### config.mk
export PLATFORM = sky130hd
export DESIGN_NAME = stable_priority_queue
export DESIGN_NICKNAME = d
export VERILOG_FILES = /design/src/rtl/spq_pkg.sv /design/src/rtl/spq_ram.sv /design/src/rtl/stable_priority_queue.sv
export SDC_FILE = /design/constraint.sdc
export NUM_CORES = 1
export LEC_CHECK = 0
export BUFFER_PORTS_ARGS = -buffer_cell sky130_fd_sc_hd__buf_2
export CORE_ASPECT_RATIO = 0.6
export CORE_MARGIN = 4
export CORE_UTILIZATION = 41
export CTS_CLUSTER_SIZE = 40
export DETAILED_ROUTE_END_ITERATION = 16
export PLACE_DENSITY = 0.56
export SYNTH_ARGS = -nofsm -noshare
export SYNTH_HDL_FRONTEND = slang
export SYNTH_SLANG_ARGS = --single-unit
### constraint.sdc
create_clock -name clk -period 4.89 [get_ports clk]
set_input_delay 0.978 -clock clk [delete_from_list [all_inputs] [get_ports clk]]
set_output_delay 0.978 -clock clk [all_outputs]
set_load 0.05 [all_outputs]
### src/rtl/spq_pkg.sv
`timescale 1ns / 1ps
// ----------------------------------------------------------------------------
// spq_pkg
// Shared sizes, entry layout and codes of the stable priority queue.
// ----------------------------------------------------------------------------
package spq_pkg;

    localparam int QUEUE_DEPTH    = 16;
    localparam int ID_WIDTH       = 16;
    localparam int PRIORITY_WIDTH = 8;

    localparam int PTR_W = $clog2(QUEUE_DEPTH);
    localparam int CNT_W = $clog2(QUEUE_DEPTH + 1);

    localparam logic [CNT_W-1:0] COUNT_FULL = CNT_W'(QUEUE_DEPTH);
    localparam logic [PTR_W:0]   SUM_WRAP   = (PTR_W + 1)'(QUEUE_DEPTH);

    typedef enum logic [1:0] {
        STATUS_DONE  = 2'd0,
        STATUS_EMPTY = 2'd1,
        STATUS_FULL  = 2'd2
    } status_t;

    localparam logic MODE_INSERT = 1'b0;
    localparam logic MODE_REMOVE = 1'b1;

    typedef struct packed {
        logic [ID_WIDTH-1:0]       id;
        logic [PRIORITY_WIDTH-1:0] prio;
    } entry_t;

    // circular slot address of a position counted from the head
    function automatic logic [PTR_W-1:0] slot_addr(input logic [PTR_W-1:0] base,
                                                   input logic [PTR_W-1:0] off);
        logic [PTR_W:0] sum;
        sum = {1'b0, base} + {1'b0, off};
        if (sum >= SUM_WRAP)
        begin
            sum = sum - SUM_WRAP;
        end
        return sum[PTR_W-1:0];
    endfunction

endpackage

### src/rtl/spq_ram.sv
`timescale 1ns / 1ps
// ----------------------------------------------------------------------------
// spq_ram
// Generic simple dual-port RAM: one write port, one read port, registered read.
// ----------------------------------------------------------------------------
module spq_ram #(
    parameter int WIDTH = 8,
    parameter int DEPTH = 16
) (
    input  logic                     clk,
    input  logic                     we,
    input  logic [$clog2(DEPTH)-1:0] waddr,
    input  logic [WIDTH-1:0]         wdata,
    input  logic [$clog2(DEPTH)-1:0] raddr,
    output logic [WIDTH-1:0]         rdata
);

    logic [WIDTH-1:0] mem [DEPTH];

    always_ff @(posedge clk)
    begin
        if (we)
        begin
            mem[waddr] <= wdata;
        end
        rdata <= mem[raddr];
    end

endmodule

### src/rtl/stable_priority_queue.sv
`timescale 1ns / 1ps
// ----------------------------------------------------------------------------
// stable_priority_queue
// Bounded priority queue kept sorted in a circular RAM; equal priorities
// leave in arrival order.
// ----------------------------------------------------------------------------
//  channel   handshake           payload
//  request   start / busy        mode, ticket_id, priority_req
//  result    done (one cycle)    status, removed_id, removed_priority, occupancy
//
// remove reads the head slot from the RAM, then pops it. insert writes an
// empty queue directly; else a backward scan from the tail moves each strictly
// lower-priority entry one slot back and puts the new entry behind the first
// entry not lower, or at the front. empty remove and full insert skip busy;
// done pulses the cycle after the last busy cycle, or after acceptance when
// busy never rose; the receiver cannot stall. reset clears the state, count,
// head pointer and result registers; the RAM needs no clearing.
// ----------------------------------------------------------------------------
module stable_priority_queue (
    input  logic                               clk,
    input  logic                               rst_n,
    input  logic                               start,
    output logic                               busy,
    input  logic                               mode,
    input  logic [spq_pkg::ID_WIDTH-1:0]       ticket_id,
    input  logic [spq_pkg::PRIORITY_WIDTH-1:0] priority_req,
    output logic                               done,
    output logic [1:0]                         status,
    output logic [spq_pkg::ID_WIDTH-1:0]       removed_id,
    output logic [spq_pkg::PRIORITY_WIDTH-1:0] removed_priority,
    output logic [spq_pkg::CNT_W-1:0]          occupancy
);
    import spq_pkg::*;

    typedef enum logic [1:0] {
        ST_IDLE,
        ST_POP,
        ST_SCAN,
        ST_FRONT
    } state_t;

    state_t               state_reg, state_next;
    logic [CNT_W-1:0]     count_reg, count_next;
    logic [PTR_W-1:0]     head_reg, head_next;
    logic [PTR_W-1:0]     pos_reg, pos_next;
    entry_t               new_reg, new_next;
    logic                 done_reg, done_next;
    status_t              status_reg, status_next;
    logic [ID_WIDTH-1:0]  rid_reg, rid_next;
    logic [PRIORITY_WIDTH-1:0] rprio_reg, rprio_next;
    logic [CNT_W-1:0]     occ_reg, occ_next;

    logic                 ram_we;
    logic [PTR_W-1:0]     ram_waddr;
    entry_t               ram_wdata;
    logic [PTR_W-1:0]     ram_raddr;
    entry_t               ram_rdata;

    logic [CNT_W-1:0]     count_m1;
    logic [CNT_W-1:0]     count_p1;
    logic [PTR_W-1:0]     pos_p1;
    logic [PTR_W-1:0]     pos_m1;
    entry_t               req_entry;

    assign count_m1  = count_reg - 1'b1;
    assign count_p1  = count_reg + 1'b1;
    assign pos_p1    = pos_reg + 1'b1;
    assign pos_m1    = pos_reg - 1'b1;
    assign req_entry = '{id: ticket_id, prio: priority_req};

    spq_ram #(
        .WIDTH ($bits(entry_t)),
        .DEPTH (QUEUE_DEPTH)
    ) u_ram (
        .clk   (clk),
        .we    (ram_we),
        .waddr (ram_waddr),
        .wdata (ram_wdata),
        .raddr (ram_raddr),
        .rdata (ram_rdata)
    );

    always_comb
    begin
        state_next  = state_reg;
        count_next  = count_reg;
        head_next   = head_reg;
        pos_next    = pos_reg;
        new_next    = new_reg;
        done_next   = 1'b0;
        status_next = status_reg;
        rid_next    = rid_reg;
        rprio_next  = rprio_reg;
        occ_next    = occ_reg;
        ram_we      = 1'b0;
        ram_waddr   = head_reg;
        ram_wdata   = new_reg;
        ram_raddr   = head_reg;

        case (state_reg)
            ST_IDLE:
            begin
                if (start)
                begin
                    new_next = req_entry;
                    if (mode == MODE_REMOVE)
                    begin
                        if (count_reg == '0)
                        begin
                            done_next   = 1'b1;
                            status_next = STATUS_EMPTY;
                            rid_next    = '0;
                            rprio_next  = '0;
                            occ_next    = count_reg;
                        end
                        else
                        begin
                            state_next = ST_POP;
                        end
                    end
                    else if (count_reg == COUNT_FULL)
                    begin
                        done_next   = 1'b1;
                        status_next = STATUS_FULL;
                        rid_next    = '0;
                        rprio_next  = '0;
                        occ_next    = count_reg;
                    end
                    else if (count_reg == '0)
                    begin
                        ram_we      = 1'b1;
                        ram_wdata   = req_entry;
                        count_next  = count_p1;
                        done_next   = 1'b1;
                        status_next = STATUS_DONE;
                        rid_next    = '0;
                        rprio_next  = '0;
                        occ_next    = count_p1;
                    end
                    else
                    begin
                        // scan backward from the tail
                        pos_next   = count_m1[PTR_W-1:0];
                        ram_raddr  = slot_addr(head_reg, count_m1[PTR_W-1:0]);
                        state_next = ST_SCAN;
                    end
                end
            end

            ST_POP:
            begin
                head_next   = slot_addr(head_reg, PTR_W'(1));
                count_next  = count_m1;
                done_next   = 1'b1;
                status_next = STATUS_DONE;
                rid_next    = ram_rdata.id;
                rprio_next  = ram_rdata.prio;
                occ_next    = count_m1;
                state_next  = ST_IDLE;
            end

            ST_SCAN:
            begin
                ram_we    = 1'b1;
                ram_waddr = slot_addr(head_reg, pos_p1);
                if (ram_rdata.prio < new_reg.prio)
                begin
                    // strictly lower priority moves one slot back
                    ram_wdata = ram_rdata;
                    if (pos_reg == '0)
                    begin
                        state_next = ST_FRONT;
                    end
                    else
                    begin
                        pos_next  = pos_m1;
                        ram_raddr = slot_addr(head_reg, pos_m1);
                    end
                end
                else
                begin
                    ram_wdata   = new_reg;
                    count_next  = count_p1;
                    done_next   = 1'b1;
                    status_next = STATUS_DONE;
                    rid_next    = '0;
                    rprio_next  = '0;
                    occ_next    = count_p1;
                    state_next  = ST_IDLE;
                end
            end

            ST_FRONT:
            begin
                ram_we      = 1'b1;
                ram_waddr   = head_reg;
                ram_wdata   = new_reg;
                count_next  = count_p1;
                done_next   = 1'b1;
                status_next = STATUS_DONE;
                rid_next    = '0;
                rprio_next  = '0;
                occ_next    = count_p1;
                state_next  = ST_IDLE;
            end

            default:
            begin
                state_next = ST_IDLE;
            end
        endcase
    end

    always_ff @(posedge clk or negedge rst_n)
    begin
        if (!rst_n)
        begin
            state_reg  <= ST_IDLE;
            count_reg  <= '0;
            head_reg   <= '0;
            done_reg   <= 1'b0;
            status_reg <= STATUS_DONE;
            rid_reg    <= '0;
            rprio_reg  <= '0;
            occ_reg    <= '0;
        end
        else
        begin
            state_reg  <= state_next;
            count_reg  <= count_next;
            head_reg   <= head_next;
            done_reg   <= done_next;
            status_reg <= status_next;
            rid_reg    <= rid_next;
            rprio_reg  <= rprio_next;
            occ_reg    <= occ_next;
        end
    end

    always_ff @(posedge clk)
    begin
        pos_reg <= pos_next;
        new_reg <= new_next;
    end

    assign busy             = (state_reg != ST_IDLE);
    assign done             = done_reg;
    assign status           = status_reg;
    assign removed_id       = rid_reg;
    assign removed_priority = rprio_reg;
    assign occupancy        = occ_reg;

endmodule

=== After elaboration in Yosys (flattened, before gate mapping) ===
Memory sizes are Yosys's and may differ from the RTL's. A register that Yosys moved wholly into a read port is not among the register bits.
Index checks and enable logic that the tools add are counted.

* RAM bits: 384
* Input port bits: 28
* Memories: 1
* Word-level logic and storage cells: 133
* Output and inout bits: 33
* Flip-flop bits (word level): 71

* Muxes and demuxes: 75
* Reduce and logical (&&, ||, !) cells: 13
* Magnitude comparators: 5
* $add $sub $neg: 12
* Equality and inequality tests: 16

{| class="wikitable"
|+ Memory list
! name !! words !! width !! read ports !! clocked after memory_dff !! write ports !! line !! RTL
|-
| u_ram.mem || 16 || 24 || 1 || 1 || 1 || spq_ram.sv:18 || <nowiki>logic [WIDTH-1:0] mem [DEPTH];</nowiki>
|}

{| class="wikitable"
|+ Operator list
! kind !! count
|-
| $mux W24 || 5
|-
| $mux W16 || 5
|-
| $mux W4 || 17
|-
| $pmux W16 S4 || 1
|-
| $pmux W24 S2 || 1
|-
| $mux W5 || 9
|-
| $mux W8 || 5
|-
| $pmux W5 S4 || 2
|-
| $pmux W8 S4 || 1
|-
| $mux W2 || 13
|-
| $ge A5 B5 Y1 const B || 4
|-
| $sub A4 B1 Y4 const B || 5
|-
| $ne A2 B2 Y1 const B || 8
|-
| $pmux W4 S2 || 2
|-
| $add A4 B4 Y5 || 3
|-
| $ne A3 B3 Y1 const B || 4
|-
| $pmux W2 S3 || 2
|-
| $mux W1 || 10
|-
| $lt A8 B8 Y1 || 1
|-
| $reduce_and A4 Y1 || 2
|-
| $reduce_and A7 Y1 || 1
|-
| $add A4 B1 Y5 const B || 1
|-
| $add A5 B1 Y5 const B || 1
|-
| $eq A5 B5 Y1 const B || 1
|-
| 13 further kinds || 17
|}

=== Logic depth before layout (Yosys ltp) ===
* Depth in word-level cells: 9
* Mapped depth: 14
* Mapped depth without buffers: 13

=== Modules after synthesis ===
From an unflattened synthesis, not the netlist that was laid out.

* Cell total of the unflattened synthesis: 1014
* Area, all modules: 19124.6 um2

{| class="wikitable"
|+ By module, submodules not included
! module !! area each (um2) !! cells each !! times used
|-
| spq_ram || 14933.1 || 636 || 1
|-
| stable_priority_queue || 4191.5 || 378 || 1
|}

=== Least setup slack after synthesis ===
No wires, ideal clock.

* Kind: register to register
* Start: reg pos_reg[0]
* End: mem u_ram.mem[13][0] in the netlist's numbering (enable)
* Period minus slack after synthesis: 3.530 ns
* Library setup time: 0.405 ns
* Cell stages (with the launch flop): 11
* Buffers on the path: 0
* Path slack: 1.360 ns
* Arrival time: 3.125 ns
* Cell sequence: edfxtp_1 -> inv_1 -> ha_1 -> ha_1 -> a21o_1 -> a21oi_1 -> xnor2_1 -> nor2_1 -> xnor2_1 -> or2_2 -> nor2_1

* Cells in the longest elaborated chain, start to end: 5
* Elaborated cells between the ends (all ways): 6
* Classes of those cells: add/sub (3); order compare (1); mux (2)

{| class="wikitable"
|+ RTL lines
! item !! line !! RTL
|-
| start: declaration || stable_priority_queue.sv:45 || <nowiki>logic [PTR_W-1:0] pos_reg, pos_next;</nowiki>
|-
| start signal: assignment || stable_priority_queue.sv:242 || <nowiki>pos_reg <= pos_next;</nowiki>
|-
| $add A4 B1 Y4 (*) || stable_priority_queue.sv:67 || <nowiki>assign pos_p1 = pos_reg + 1'b1;</nowiki>
|-
| $add A4 B4 Y5 (*) || spq_pkg.sv:36 || <nowiki>sum = {1'b0, base} + {1'b0, off};</nowiki>
|-
| $sub A4 B1 Y4 or $ge A5 B5 Y1 (tied branches) || spq_pkg.sv:39, spq_pkg.sv:37 ||
|-
| $mux W4 (*) || spq_pkg.sv:37 || <nowiki>if (sum >= SUM_WRAP)</nowiki>
|-
| $mux W4 (*) || stable_priority_queue.sv:100 || <nowiki>case (state_reg)</nowiki>
|-
| end: declaration || spq_ram.sv:18 ||
|}

Every way passes the cells marked *; elsewhere a longest branch is shown, timed or not.

=== Final worst setup path ===
* Start: reg pos_reg[0]
* End: reg u_ram.rdata[0], read port of u_ram.mem

* Cells in the longest elaborated chain, start to end: 7
* Elaborated cells between the ends (all ways): 9
* Classes of those cells: add/sub (3); order compare (1); mux (4); reduce/logical (1)

{| class="wikitable"
|+ RTL lines
! item !! line !! RTL
|-
| $sub A4 B1 Y4 || stable_priority_queue.sv:68 || <nowiki>assign pos_m1 = pos_reg - 1'b1;</nowiki>
|-
| $add A4 B4 Y5 || spq_pkg.sv:36 ||
|-
| $sub A4 B1 Y4 or $ge A5 B5 Y1 (tied branches) || spq_pkg.sv:39, spq_pkg.sv:37 ||
|-
| $mux W4 || spq_pkg.sv:37 ||
|-
| $mux W4 (*) || stable_priority_queue.sv:170 || <nowiki>if (pos_reg == '0)</nowiki>
|-
| $mux W4 (*) || stable_priority_queue.sv:166 || <nowiki>if (ram_rdata.prio < new_reg.prio)</nowiki>
|-
| $pmux W4 S2 (*) || stable_priority_queue.sv:100 ||
|-
| end: declaration || spq_ram.sv:15 || <nowiki>output logic [WIDTH-1:0] rdata</nowiki>
|}

Marked as above.
A chain may end at the register's enable or synchronous reset.

==> impl_results.html <==
<table>
<tr><th>Metric</th><th>Value</th></tr>
<tr><th colspan="2">Synth</th></tr>
<tr><td>Simple logic cell fraction of the synthesized area</td><td>under 10%</td></tr>
<tr><td>Synthesized area</td><td>~20000 sq um</td></tr>
<tr><td>Area share of the largest cell type after synthesis</td><td>61.99%</td></tr>
<tr><td>Number of unique standard cell types used by synthesis</td><td>51</td></tr>
<tr><td>Most frequent cells after synthesis</td><td>edfxtp_1 (412), mux2i_1 (352), inv_1 (45)</td></tr>
<tr><td>Number of synthesis warnings</td><td>0</td></tr>
<tr><td>Mux cell area share after synthesis</td><td>18.05%</td></tr>
<tr><td>Top-count cell post-synth</td><td>edfxtp_1</td></tr>
<tr><td>Post-synthesis cell type with the largest combined area</td><td>edfxtp_1</td></tr>
<tr><td>Compound-gate portion of the synthesized area</td><td>4.495%</td></tr>
<tr><td>Area share of fa/ha/maj cells after synthesis</td><td>1.617%</td></tr>
<tr><td>Flops &amp; latches, synth</td><td>about 480</td></tr>
<tr><td>Main combinational cell family by area after synthesis</td><td>multiplexers</td></tr>
<tr><td>Async S/R FF share, synth</td><td>8.977%</td></tr>
<tr><td>Main area contributors after synthesis</td><td>edfxtp_1 (62%), mux2i_1 (18%), dfrtp_1 (5.4%)</td></tr>
<tr><td>Post-Synthesis Mean Instance Area</td><td>16.36 sq um</td></tr>
<tr><td>Synth Area in XOR/XNOR</td><td>1.053%</td></tr>
<tr><td>Number of enable flip-flop cells after synthesis</td><td>412</td></tr>
<tr><td>Synthesized netlist net count</td><td>1272</td></tr>
<tr><td>Most frequently used flop master after synthesis</td><td>edfxtp_1</td></tr>
<tr><td>Number of instances in the synthesized netlist</td><td>1220</td></tr>
<tr><td>Sequential-to-total area share from yosys stat</td><td>between 60% and 70%</td></tr>
<tr><th colspan="2">STA</th></tr>
<tr><td>Setup violators final</td><td>0</td></tr>
<tr><td>Clock period minus final worst setup slack</td><td>3.760 ns</td></tr>
<tr><td>Final hold viol count</td><td>0</td></tr>
<tr><td>Final worst path period share</td><td>76.89%</td></tr>
<tr><td>Setup repair after global routing missed its margin</td><td>no</td></tr>
<tr><td>Sum of negative setup slack</td><td>0 ns</td></tr>
<tr><td>Actual slew at the worst max-slew pin</td><td>1.193 ns</td></tr>
<tr><td>Smallest setup slack after layout</td><td>1.130 ns</td></tr>
<tr><td>Max-Slew Margin vs Limit</td><td>20.29%</td></tr>
<tr><td>Highest Clock Rate</td><td>266.0 MHz</td></tr>
<tr><td>Max-slew violation total from the final report</td><td>0</td></tr>
<tr><td>Worst clock skew</td><td>0.01252 ns</td></tr>
<tr><th colspan="2">Route</th></tr>
<tr><td>Post-route ant nets</td><td>0</td></tr>
<tr><td>Met2 Wirelength</td><td>~21000 um</td></tr>
<tr><td>Residual DRC</td><td>0</td></tr>
<tr><td>Number of search-and-repair iterations in the first detailed-routing pass</td><td>6</td></tr>
<tr><td>WL met3</td><td>2179 um</td></tr>
<tr><td>Total Wirelength</td><td>roughly 48000 um</td></tr>
<tr><td>Via count</td><td>10608</td></tr>
<tr><td>Via/cell ratio</td><td>5.341</td></tr>
<tr><td>Mean routed wirelength per cell</td><td>24.13 um</td></tr>
<tr><td>Highest routed metal layer</td><td>met4</td></tr>
<tr><td>First-iteration detailed-routing DRC count</td><td>1006</td></tr>
<tr><td>Wire length on met1</td><td>24060 um</td></tr>
<tr><th colspan="2">Pwr</th></tr>
<tr><td>Leakage power</td><td>0.008584 uW</td></tr>
<tr><td>Overall power after layout</td><td>17910 uW</td></tr>
<tr><td>PwrDens</td><td>783.9 nW/um^2</td></tr>
<tr><td>Highest ir drop seen on vdd</td><td>786.9 uV</td></tr>
<tr><th colspan="2">Critical path</th></tr>
<tr><td>Worst r2r dst</td><td>u_ram.rdata[0]</td></tr>
<tr><td>R2R setup slack</td><td>1.13 ns</td></tr>
<tr><td>Critical Path Max Stage Delay</td><td>0.44 ns</td></tr>
<tr><td>CP Capture Type</td><td>register</td></tr>
<tr><td>Worst Path Buf+Inv</td><td>3</td></tr>
<tr><td>Type of the setup path with the least slack</td><td>register to register</td></tr>
<tr><td>Critical-path top delay cell</td><td>edfxtp_1</td></tr>
<tr><td>Dominant delay contributor by cell family on the critical path</td><td>compound AO/OA/AOI/OAI gates</td></tr>
<tr><td>Critical Path AT</td><td>4.24 ns</td></tr>
<tr><td>Required time of the worst setup path</td><td>5.37 ns</td></tr>
<tr><td>Sort of element at the start of the critical path</td><td>register</td></tr>
<tr><td>Max Fanout on Critical Path</td><td>12</td></tr>
<tr><td>Launching point of the worst reg2reg path</td><td>pos_reg[0]</td></tr>
<tr><td>R2R cell count</td><td>13</td></tr>
<tr><td>Sequence of cells on the critical path</td><td>inv_1 &gt; ha_1 &gt; inv_1 &gt; ha_1 &gt; a21o_1 &gt; a21oi_1 &gt; mux2_2 &gt; o21ai_0 &gt; nand4_1 &gt; a21oi_1 &gt; xnor2_2 &gt; buf_4 &gt; mux2i_1</td></tr>
<tr><th colspan="2">Clocking</th></tr>
<tr><td>Post-CTS sizing</td><td>0</td></tr>
<tr><td>TritonCTS clock tree</td><td>built</td></tr>
<tr><td>Worst-Skew Late Latency</td><td>roughly 0.56 ns</td></tr>
<tr><td>Sinks on the clock net</td><td>between 400 and 500</td></tr>
<tr><td>Hold buffer count at CTS</td><td>0</td></tr>
<tr><td>Maximum number of buffers from clock root to sink</td><td>3</td></tr>
<tr><td>Post-CTS setup buffer count</td><td>0</td></tr>
<tr><td>TritonCTS Buffers</td><td>46</td></tr>
<tr><td>Clock tree root driver cell</td><td>clkbuf_16</td></tr>
<tr><td>Deepest level of the CTS H-tree</td><td>2</td></tr>
<tr><td>Register clock-pin slew on the reported worst setup and hold paths</td><td>0.07 ns</td></tr>
<tr><th colspan="2">Floorplanning</th></tr>
<tr><td>Floorplan die area</td><td>about 52000 sq um</td></tr>
<tr><td>Starting utilization of the core area</td><td>approximately two fifths</td></tr>
<tr><td>Die X</td><td>292.8 um</td></tr>
<tr><td>Area of the core</td><td>around 48000 sq um</td></tr>
<tr><td>Cell row count</td><td>62</td></tr>
<tr><td>Height of the die</td><td>178.9 um</td></tr>
<tr><td>Top-level I/O count</td><td>61</td></tr>
<tr><th colspan="2">GRT</th></tr>
<tr><td>Global-route wire length before repair</td><td>between 70000 and 80000 um</td></tr>
<tr><td>Maximum number of pins on one net before global-route repair</td><td>54</td></tr>
<tr><td>Initial antenna violation count</td><td>0</td></tr>
<tr><td>Total global routing track utilization</td><td>18.36%</td></tr>
<tr><td>GRT overflow</td><td>0</td></tr>
<tr><td>Number of global-route vias before repair</td><td>10432</td></tr>
<tr><th colspan="2">Placed design</th></tr>
<tr><td>Routability Congestion</td><td>0.8321</td></tr>
<tr><td>Number of buffer cells added on primary ports</td><td>60</td></tr>
<tr><td>Worst slack at placement</td><td>approximately 1.1 ns</td></tr>
<tr><td>Detailed Place HPWL</td><td>28010 um</td></tr>
<tr><th colspan="2">Outcome</th></tr>
<tr><td>Outcome</td><td>complete, no violations</td></tr>
<tr><th colspan="2">Layout</th></tr>
<tr><td>Fraction of final layout cells sized beyond drive strength 1</td><td>15.38%</td></tr>
<tr><td>Antenna diode instance count</td><td>0</td></tr>
<tr><td>Layout overhead on the synthesized area</td><td>14.44%</td></tr>
<tr><td>Final-stage net count</td><td>1361</td></tr>
<tr><td>Largest register FFs</td><td>384</td></tr>
<tr><th colspan="2">Job</th></tr>
<tr><td>Max-cap viol count</td><td>0</td></tr>
<tr><th colspan="2">Worst hold path</th></tr>
<tr><td>Beginning of the worst hold path</td><td>status[1]</td></tr>
<tr><td>Worst hold path cell count</td><td>2</td></tr>
<tr><td>Type of the tightest min-delay check</td><td>register to register</td></tr>
<tr><td>Destination of the worst hold path</td><td>status[1]</td></tr>
</table>
-- kinds of logic (layout without fill, tap and decap cells) --
group | after synthesis | after routing
flip-flops | 479 | 479
multiplexers | 358 | 358
AO/OA/AOI/OAI | 118 | 118
buffers and inverters | 110 | 236
AND/OR/NAND/NOR | 107 | 107
adder cells (fa/ha/maj) | 24 | 24
XOR/XNOR | 24 | 24
-- cells in the final DEF (no fill, tap or decap), drive strengths merged, types with 9 or more instances in the layout --
cell and instances:
a222oi 24, a21oi 26, clkbuf 61, nor2 38, xor2 9, dfxtp 24, o21ai 14, xnor2 15
a22o 24, clkinv 16, buf 104, dfrtp 43, mux2i 352, edfxtp 412, ha 21, nor3 11
nand2 32, inv 49
-- area by class of cell --
type                    instances  area, sq um
clock buffers                  61         1269
clock inverters                24        229.0
fillers                      4104        25100
inverters                      47        176.4
multi-input cells             631         5707
flip-flops and latches        479        13930
well taps                     640        800.8
repair buffers                104        730.7
-- tightest hold or removal path, cell delays in order, from the launching register on --
cell and delay [ns]:
dfrtp_1 0.35, nand2_1 0.05, o41ai_1 0.05
-- metal layers --
| layer | up-vias | global-route usage [%] |
|---|---|---|
| li1 | 4875 | - |
| met3 | 51 | 2.996 |
| met5 | - | 0 |
| met4 | 0 | 3.790 |
| met1 | 5445 | 28.34 |
| met2 | 237 | 27.47 |
-- where the power goes --
| part | switching, uW | internal (uW) |
|---|---|---|
| clock | 1520 | 2040 |
| combinational | 4950 | 3210 |
| sequential | 401 | 5790 |
-- worst max path at each step --
stage / cells after the start / slack, ns / from / to
6_report: 13 / 1.13 / pos_reg[0] / u_ram.rdata[0]
5_1_grt: 13 / 0.82 / pos_reg[0] / u_ram.rdata[15]
4_1_cts: 13 / 1.08 / pos_reg[0] / u_ram.rdata[16]
3_5_place_dp: 13 / 1.14 / pos_reg[0] / u_ram.rdata[0]
3_3_place_gp: 7 / 1.22 / state_reg[0] / u_ram.mem[9][4]
2_1_floorplan: 10 / 1.36 / pos_reg[0] / u_ram.mem[13][0]
-- stage by stage --
step	util, %	instances	instance area [sq um]	hold WS, ns
2_1_floorplan	-	1220	19960	0.4504
3_3_place_gp	44.52	1901	21340	0.4580
3_5_place_dp	44.52	1901	21340	0.4633
4_1_cts	47.64	1986	22840	0.4836
5_1_grt	47.64	1986	22840	0.5042
6_report	47.64	1986	22840	0.4834
Note: power is estimated with default switching activity, not from simulation.
